**config.mk**
```make
export PLATFORM = sky130hd
export DESIGN_NAME = ppbw_finish
export DESIGN_NICKNAME = d
export VERILOG_FILES = /design/src/hdl/ppbw_pkg.sv /design/src/hdl/ppbw_finish.sv
export SDC_FILE = /design/constraint.sdc
export NUM_CORES = 2
export LEC_CHECK = 0
export ABC_AREA = 1
export CAP_MARGIN = 20
export CORE_UTILIZATION = 35
export CTS_CLUSTER_DIAMETER = 200
export DETAILED_ROUTE_END_ITERATION = 16
export DONT_BUFFER_PORTS = 1
export GPL_TIMING_DRIVEN = 0
export HOLD_SLACK_MARGIN = 0.05
export PLACE_DENSITY = 0.48
export SLEW_MARGIN = 40
export SYNTH_ARGS = -nofsm -noshare
export SYNTH_HDL_FRONTEND = slang
export SYNTH_SLANG_ARGS = --single-unit
```
**constraint.sdc**
```tcl
create_clock -name clk_i -period 13.2 [get_ports clk_i]
set_clock_uncertainty 0.2 [all_clocks]
set_input_delay 1.32 -clock clk_i [delete_from_list [all_inputs] [get_ports clk_i]]
set_output_delay 1.32 -clock clk_i [all_outputs]
set_load 0.005 [all_outputs]
```
**src/hdl/ppbw_pkg.sv**
```systemverilog
// ----------------------------------------------------------------------------
// ppbw_pkg
// Shared widths, register indexes and sideband types of the projection core.
// ----------------------------------------------------------------------------
package ppbw_pkg;

  localparam int unsigned MAT_W = 32;  // Q12.20 matrix entry
  localparam int unsigned PT_W  = 32;  // Q16.16 point coordinate
  localparam int unsigned ACC_W = 64;  // row sum width
  localparam int unsigned MAG_W = 63;  // magnitude of a row sum
  localparam int unsigned CFG_W = 64;  // configuration data width
  localparam int unsigned DIM_W = 13;  // image dimension width
  localparam int unsigned IDX_W = 3;   // configuration index width
  localparam int unsigned NUM_PROJ = 6;

  typedef enum logic [IDX_W-1:0] {
    REG_ROW0_A = 3'd0,
    REG_ROW0_B = 3'd1,
    REG_ROW1_A = 3'd2,
    REG_ROW1_B = 3'd3,
    REG_ROW2_A = 3'd4,
    REG_ROW2_B = 3'd5,
    REG_ROWS   = 3'd6,
    REG_COLS   = 3'd7
  } ppbw_reg_e;

  // Sign and zero information that rides along the divider
  typedef struct packed {
    logic zero_den;
    logic neg_u;
    logic neg_v;
  } ppbw_flags_t;

  typedef logic [NUM_PROJ-1:0][CFG_W-1:0] ppbw_matrix_t;

  // Magnitude of a row sum; row sums never exceed 2^62 in magnitude
  function automatic logic [MAG_W-1:0] mag_of(input logic signed [ACC_W-1:0] v);
    logic [ACC_W-1:0] t;
    t = v[ACC_W-1] ? ACC_W'(-v) : ACC_W'(v);
    return t[MAG_W-1:0];
  endfunction

endpackage

```
**src/hdl/ppbw_finish.sv**
```systemverilog
// ----------------------------------------------------------------------------
// ppbw_finish
// Floor correction, saturation and bounds check, then bilinear weights.
// ----------------------------------------------------------------------------
module ppbw_finish
  import ppbw_pkg::*;
#(
  parameter int unsigned FRAC_BITS  = 16,
  parameter int unsigned PIXEL_BITS = 16
) (
  input  logic                              clk_i,
  input  logic                              rst_ni,
  input  logic                              valid_i,
  input  ppbw_flags_t                       flags_i,
  input  logic [MAG_W+FRAC_BITS-1:0]        quo_u_i,
  input  logic [MAG_W+FRAC_BITS-1:0]        quo_v_i,
  input  logic                              rnz_u_i,
  input  logic                              rnz_v_i,
  input  logic [DIM_W-1:0]                  image_rows_i,
  input  logic [DIM_W-1:0]                  image_cols_i,
  output logic                              valid_o,
  output logic signed [PIXEL_BITS-1:0]      pixel_u_o,
  output logic signed [PIXEL_BITS-1:0]      pixel_v_o,
  output logic [FRAC_BITS:0]                weight_00_o,
  output logic [FRAC_BITS:0]                weight_10_o,
  output logic [FRAC_BITS:0]                weight_01_o,
  output logic [FRAC_BITS:0]                weight_11_o,
  output logic                              in_bounds_o
);

  localparam int unsigned DW = MAG_W + FRAC_BITS;
  localparam int unsigned WW = FRAC_BITS + 1;
  localparam logic [MAG_W-1:0] HI_M = (MAG_W'(1) << (PIXEL_BITS - 1)) - MAG_W'(1);
  localparam logic [MAG_W:0]   LO_M = (MAG_W+1)'(1) << (PIXEL_BITS - 1);
  localparam logic [WW-1:0]    ONE  = WW'(1) << FRAC_BITS;

  logic [DW-1:0]         quo [2];
  logic                  rnz [2];
  logic                  neg [2];
  logic [DIM_W-1:0]      dim [2];
  logic [PIXEL_BITS-1:0] pix_d  [2];
  logic [FRAC_BITS-1:0]  frac_d [2];
  logic                  ok_d   [2];

  assign quo[0] = quo_u_i;
  assign quo[1] = quo_v_i;
  assign rnz[0] = rnz_u_i;
  assign rnz[1] = rnz_v_i;
  assign neg[0] = flags_i.neg_u;
  assign neg[1] = flags_i.neg_v;
  assign dim[0] = image_cols_i;
  assign dim[1] = image_rows_i;

  for (genvar a = 0; a < 2; a++) begin : g_axis
    logic [MAG_W-1:0]      q;
    logic [FRAC_BITS-1:0]  f;
    logic                  fs, negr, lim_ok;
    logic [MAG_W:0]        mag, mag_sat;
    logic [DIM_W:0]        lim;
    logic [PIXEL_BITS-1:0] pos_pix, neg_pix;
    logic [FRAC_BITS-1:0]  neg_frac;

    assign q        = quo[a][DW-1:FRAC_BITS];
    assign f        = quo[a][FRAC_BITS-1:0];
    assign fs       = (f != '0) || rnz[a];
    assign negr     = neg[a] && ((q != '0) || fs);
    // Round the magnitude up for a negative quotient, then clamp
    assign mag      = {1'b0, q} + (MAG_W+1)'(fs);
    assign mag_sat  = (mag > LO_M) ? LO_M : mag;
    assign neg_pix  = PIXEL_BITS'(0) - mag_sat[PIXEL_BITS-1:0];
    assign neg_frac = FRAC_BITS'(0) - f - FRAC_BITS'(rnz[a]);
    assign pos_pix  = (q > HI_M) ? HI_M[PIXEL_BITS-1:0] : q[PIXEL_BITS-1:0];
    assign lim      = {1'b0, dim[a]} - (DIM_W+1)'(2);
    assign lim_ok   = !lim[DIM_W] && (lim != '0) && (q < MAG_W'(lim[DIM_W-1:0]));

    assign pix_d[a]  = negr ? neg_pix : pos_pix;
    assign frac_d[a] = negr ? neg_frac : f;
    assign ok_d[a]   = !negr && lim_ok;
  end

  // Stage A: corrected coordinates and fractions
  logic                  vld_a_q, vld_b_q;
  logic                  zero_a_q;
  logic [PIXEL_BITS-1:0] pix_u_q, pix_v_q;
  logic [FRAC_BITS-1:0]  fu_q, fv_q;
  logic                  ok_q;

  always_ff @(posedge clk_i or negedge rst_ni) begin
    if (!rst_ni) begin
      vld_a_q <= 1'b0;
      vld_b_q <= 1'b0;
    end else begin
      vld_a_q <= valid_i;
      vld_b_q <= vld_a_q;
    end
  end

  // Drop everything to zero on a zero denominator
  always_ff @(posedge clk_i) begin
    zero_a_q <= flags_i.zero_den;
    pix_u_q  <= flags_i.zero_den ? '0 : pix_d[0];
    pix_v_q  <= flags_i.zero_den ? '0 : pix_d[1];
    fu_q     <= flags_i.zero_den ? '0 : frac_d[0];
    fv_q     <= flags_i.zero_den ? '0 : frac_d[1];
    ok_q     <= !flags_i.zero_den && ok_d[0] && ok_d[1];
  end

  // Stage B: weight products, keep FRAC_BITS fraction bits
  logic [WW-1:0]   au, av, fu_x, fv_x;
  logic [2*WW-1:0] p00, p10, p01, p11;

  assign fu_x = {1'b0, fu_q};
  assign fv_x = {1'b0, fv_q};
  assign au   = ONE - fu_x;
  assign av   = ONE - fv_x;
  assign p00  = au * av;
  assign p10  = fu_x * av;
  assign p01  = au * fv_x;
  assign p11  = fu_x * fv_x;

  logic signed [PIXEL_BITS-1:0] pu_out_q, pv_out_q;
  logic [WW-1:0]                w00_q, w10_q, w01_q, w11_q;
  logic                         inb_q;

  always_ff @(posedge clk_i) begin
    pu_out_q <= pix_u_q;
    pv_out_q <= pix_v_q;
    w00_q    <= zero_a_q ? '0 : p00[2*FRAC_BITS:FRAC_BITS];
    w10_q    <= zero_a_q ? '0 : p10[2*FRAC_BITS:FRAC_BITS];
    w01_q    <= zero_a_q ? '0 : p01[2*FRAC_BITS:FRAC_BITS];
    w11_q    <= zero_a_q ? '0 : p11[2*FRAC_BITS:FRAC_BITS];
    inb_q    <= ok_q;
  end

  assign valid_o     = vld_b_q;
  assign pixel_u_o   = pu_out_q;
  assign pixel_v_o   = pv_out_q;
  assign weight_00_o = w00_q;
  assign weight_10_o = w10_q;
  assign weight_01_o = w01_q;
  assign weight_11_o = w11_q;
  assign in_bounds_o = inb_q;

endmodule

```
## Yosys cells after proc, flatten, opt, wreduce, memory -nomap -nowiden

Index checks and enable logic that the tools add are counted.

| word-level totals | value |
|---|---|
| output and inout bits | 102 |
| logic and storage cells | 70 |
| bits of input ports | 192 |
| register bits after elaboration | 169 |

| cells by class | value |
|---|---|
| add/subtract/negate cells | 12 |
| multiplexer cells | 8 |
| reductions and logical operators | 25 |
| $mul | 4 |
| magnitude comparators | 6 |

Operators with widths:

| cell | count |
|---|---|
| adder 63 x 1 -> 64 bit | 2 |
| greater-than comparator 64 x 16 -> 1 bit, second input constant | 2 |
| 2-to-1 mux 16 bit | 8 |
| greater-than comparator 63 x 15 -> 1 bit, second input constant | 2 |
| less-than comparator 63 x 13 -> 1 bit | 2 |
| nonzero test 63 bit | 2 |
| subtractor 1 x 16 -> 16 bit, first input constant | 4 |
| subtractor 17 x 16 -> 17 bit, first input constant | 2 |
| multiplier 16 x 17 -> 33 bit | 1 |
| multiplier 17 x 16 -> 33 bit | 1 |
| multiplier 17 x 17 -> 33 bit | 1 |
| multiplier 16 x 16 -> 32 bit | 1 |
| nonzero test 16 bit | 2 |
| subtractor 16 x 1 -> 16 bit | 2 |
| nonzero test 14 bit | 2 |
| subtractor 13 x 2 -> 14 bit, second input constant | 2 |
| logical AND 1 bit | 10 |
| logical NOT 1 bit | 5 |
| logical OR 1 bit | 4 |

## Depth between registers and ports, before layout

| logic depth | value |
|---|---|
| word-level depth | 8 |
| gate-level depth with buffers | 41 |
| gate-level depth less buffers | 38 |

## Worst setup path after synthesis

Ideal clock, no wire load.

| timing | value |
|---|---|
| path kind | reg2reg |
| start point | register fu_q[0] |
| end point | register w00_q[13], in the netlist weight_00_o[13] |
| slack | 5.605 ns |
| cell stages (with the launch flop) | 41 |
| period minus slack after synthesis | 7.595 ns |
| path buffers | 3 |
| data arrival time | 7.280 ns |
| required time | 12.885 ns |
| library setup time | 0.115 ns |
| path through | dfxtp_1 -> clkbuf_1 -> inv_1 -> clkbuf_1 -> ha_1 -> nand2_1 -> nor2_1 -> inv_1 -> nor2_1 -> inv_1 -> nor2_1 -> inv_1 -> o21ai_0 -> nand2_1 -> inv_1 -> clkbuf_1 -> nand2_1 -> fa_1 -> [... 5 more ...] -> inv_1 -> fa_1 -> inv_1 -> ha_1 -> a21oi_1 -> o21ai_0 -> o21bai_1 -> a21oi_1 -> inv_1 -> a21oi_1 -> nor2_1 -> nand2_1 -> nand2_1 -> a21boi_0 -> or2_2 -> nand3_1 -> nand2_1 -> nor2_1 |

| on the way | value |
|---|---|
| longest elaborated chain between the ends | 2 |

Ends and longest elaborated chain:

| element | RTL line | text |
|---|---|---|
| start, declared | ppbw_finish.sv:85 | `logic [FRAC_BITS-1:0] fu_q, fv_q;` |
| start signal, assigned | ppbw_finish.sv:103 | `fu_q <= flags_i.zero_den ? '0 : frac_d[0];` |
| subtractor 17 x 16 -> 17 bit | ppbw_finish.sv:114 | `assign au = ONE - fu_x;` |
| multiplier 17 x 17 -> 33 bit | ppbw_finish.sv:116 | `assign p00 = au * av;` |
| end signal, assigned | ppbw_finish.sv:128 | `w00_q <= zero_a_q ? '0 : p00[2*FRAC_BITS:FRAC_BITS];` |
| end, declared | ppbw_finish.sv:122 | `logic [WW-1:0] w00_q, w10_q, w01_q, w11_q;` |

No other way between the ends.
A chain may end at the register's enable or synchronous reset.

## Worst setup path in the final report

| timing | value |
|---|---|
| start point | register fv_q[0] |
| end point | register w00_q[15], in the netlist weight_00_o[15] |

| on the way | value |
|---|---|
| longest elaborated chain between the ends | 2 |

Ends and longest elaborated chain:

| element | RTL line | text |
|---|---|---|
| start, declared | ppbw_finish.sv:85 |  |
| start signal, assigned | ppbw_finish.sv:104 | `fv_q <= flags_i.zero_den ? '0 : frac_d[1];` |
| subtractor 17 x 16 -> 17 bit | ppbw_finish.sv:115 | `assign av = ONE - fv_x;` |
| multiplier 17 x 17 -> 33 bit | ppbw_finish.sv:116 |  |

No other way between the ends.

==> out/qor.yml <==
clock_tree:
  cts_root_buffer: "clkbuf_16"
  cts.htree.levels: 4
  cts_tree: "yes"
  clkLatencyLatePin_ns: 0.54
  clk_pin_slew_worst_paths_ns: 0.08
  cts_setup_buffers: 0
  cts.repair.resized: 0
  cts_buffers: 17
  cts_num_sinks: 168
  hold_buffers: 0
  clockBufferDepth: 2
logic_synthesis:
  yosys_warnings: 0
  yosysSeqAreaShare: 0.0696
  netlist_instances: 6668
  ys_seq_elements: 168
  ys_types: 65
  synth_edf_count: 0
  async_flop_share: 0.0119
  synth_ff_type: "dfxtp_1"
  synth_area_per_cell_um2: 7.27
  synth_fp_nets: 8177
  netlist_area_um2: 48500
worst_setup_path:
  cp-end-kind: "register"
  critPathSlowestCell: "inv_1"
  r2r_setup_slack_ns: 3.14
  max_stage_delay_ns: 0.66
  cpMostUsedCell: "inv_1"
  crit_type: "register to register"
  cp.arrival_ns: 10.31
  r2r-start: "fv_q[0]"
  timing.rr.end: "weight_00_o[15]"
  cp_max_fo: 10
  ff2ff_path_depth: 34
  cp.required_ns: 13.45
  critPathLaunchType: "register"
cells_and_area:
  area_delta_synth_final_pct: 6.23
  seq_area_um2: 3370
  fill_cells: 14944
  fin_nets: 8202
  multi_input_area_um2: 38500
  antenna-diode-count: 0
  drive_above_1_share: 0.0283
routing:
  dr.pass1.iters: 7
  ant_nets: 0
  vias: 43345
  avgViaCountPerCell: 5.10
  drt_iter0_drc: 3041
  avgRoutedWirePerCell_um: 21.6
  routed_wirelength_um: 183000
  drcViolationCount: 0
global_route:
  grt_overflow_total: 0
  grt_pass1_vias: 44471
  grt_max_degree: 20
  antenna_found_initial: 8
  grtUsageTotal: 0.264
  grt_pass1_wl_um: 276000
timing:
  hold_violations: 0
  fin_crit_ns: 10.06
  rsz0062_at_grt: "false"
  drv_slew: 0
  period_share: 0.762
  setup_tns_ns: 0
  relSlewSlack: 0.346
  max_freq_mhz: 99.4
  setup_viol: 0
  worst_slew_pin_slew_ns: 0.982
min_path:
  hold_depth: 0
  min_from: "pix_u_q[5]"
  min_to: "pixel_u_o[5]"
  hold_class: "register to register"
die:
  dieHeight_um: 374
  die_w_um: 374
  die_area_um2: 140000
  start_util: 0.352
  io_pins: 294
  rows: 136
  core_um2: 137000
placed_design:
  dp_hpwl_um: 157000
  io_buffers: 0
  gp_congestion: 0.959
run_status:
  outcome: "finished, final reports clean"
job:
  cap_violations: 0
-- cell families (layout without fill, tap and decap cells) --
group,Yosys count,in the layout,share of synthesized area
adder cells (fa/ha/maj),1317,1317,0.468
AND/OR/NAND/NOR,2681,2681,0.228
XOR/XNOR,123,123,0.0222
buffers and inverters,1754,1792,0.137
AO/OA/AOI/OAI,624,624,0.0744
flip-flops,168,168,0.0696
other,1,1,0.0000774
-- cell usage after synthesis, types with 7 or more instances --
cell | count | area (um2)
ha_1 | 489 | 6120
fa_1 | 828 | 16600
a31oi_1 | 14 | 87.6
nand3_1 | 181 | 906
or2_2 | 9 | 56.3
o21ai_0 | 185 | 926
clkinv_1 | 15 | 56.3
xnor2_1 | 45 | 394
nand2_1 | 1444 | 5420
a21oi_1 | 274 | 1370
dfxtp_1 | 166 | 3320
nand3b_1 | 10 | 75.1
nor3_1 | 65 | 325
o21bai_1 | 23 | 173
nor2_4 | 13 | 146
xor2_1 | 78 | 683
nor2_2 | 32 | 200
nand4_1 | 76 | 475
o211ai_1 | 24 | 180
o31ai_1 | 11 | 82.6
nand2_2 | 14 | 87.6
nor3b_1 | 9 | 67.6
inv_1 | 1515 | 5690
buf_1 | 26 | 97.6
clkbuf_1 | 182 | 683
o21a_1 | 27 | 203
nor4_1 | 33 | 206
o21ai_1 | 7 | 35.0
a221oi_1 | 10 | 87.6
nor2_1 | 772 | 2900
-- critical path: cells and delay by family (launching register included) --
family / cells / cell delay, ns
adder cells (fa/ha/maj): 8 / 3.93
flip-flops: 1 / 0.31
AND/OR/NAND/NOR: 12 / 2.22
buffers and inverters: 9 / 2.24
AO/OA/AOI/OAI: 5 / 1.05
-- area by class of cell --
type,instances,area share
well taps,1794,0.0436
plain buffers,216,0.0175
clock inverters,14,0.00343
inverters,1538,0.112
repair buffers,6,0.00165
multi-input cells,4746,0.747
clock buffers,18,0.00853
flip-flops and latches,168,0.0655
-- worst max path at each step --
stage,end,depth (start not counted),from,slack (ns)
2_1_floorplan,weight_00_o[13],40,fu_q[0],5.60
3_3_place_gp,weight_00_o[13],34,fv_q[0],2.45
3_5_place_dp,weight_00_o[15],40,fu_q[0],3.27
4_1_cts,weight_00_o[15],40,fu_q[0],3.26
5_1_grt,weight_00_o[15],40,fu_q[0],2.44
6_report,weight_00_o[15],34,fv_q[0],3.14
-- layout by cell type (no fill, tap or decap), types with 44 or more instances in the layout --
master and count:
nor3_1 65, fa_1 828, clkbuf_1 146, inv_1 1515, ha_1 489, nand2_1 1442
dfxtp_1 166, a21oi_1 274, nand3_1 180, o21ai_0 185, nand4_1 76, xnor2_1 44
nor2_1 772, xor2_1 77
-- sequential cells by signal, indices dropped and copies added, names as in the netlist, 16 cells and up --
signal / flops
weight_01_o: 17
pix_u_q: 16
weight_10_o: 17
pixel_u_o: 16
weight_00_o: 17
weight_11_o: 16
pix_v_q: 16
fu_q: 16
fv_q: 16
pixel_v_o: 16
-- layer usage --
layer / vias up / GRT usage / wire (um)
li1: 20176 / - / -
met1: 21228 / 0.338 / 77100
met2: 1622 / 0.433 / 84200
met3: 309 / 0.0521 / 13900
met4: 10 / 0.106 / 8130
met5: - / 0 / 67
-- through the flow --
step,worst slack (ns),cell area [um2],std cells,utilization,hold WS [ns]
finish,3.14,51500,8500,0.374,0.125
global route,2.44,51500,8500,0.374,0.136
CTS,3.26,51500,8499,0.374,0.133
detailed placement,3.27,50800,8467,0.370,0.112
global placement,2.45,50700,8462,0.369,0.111
floorplan,5.60,48500,6668,-,0.110
Power is left out: the tool's default activity adds up to more than one toggle a clock period on the data nets, which glitch-free logic cannot reach.
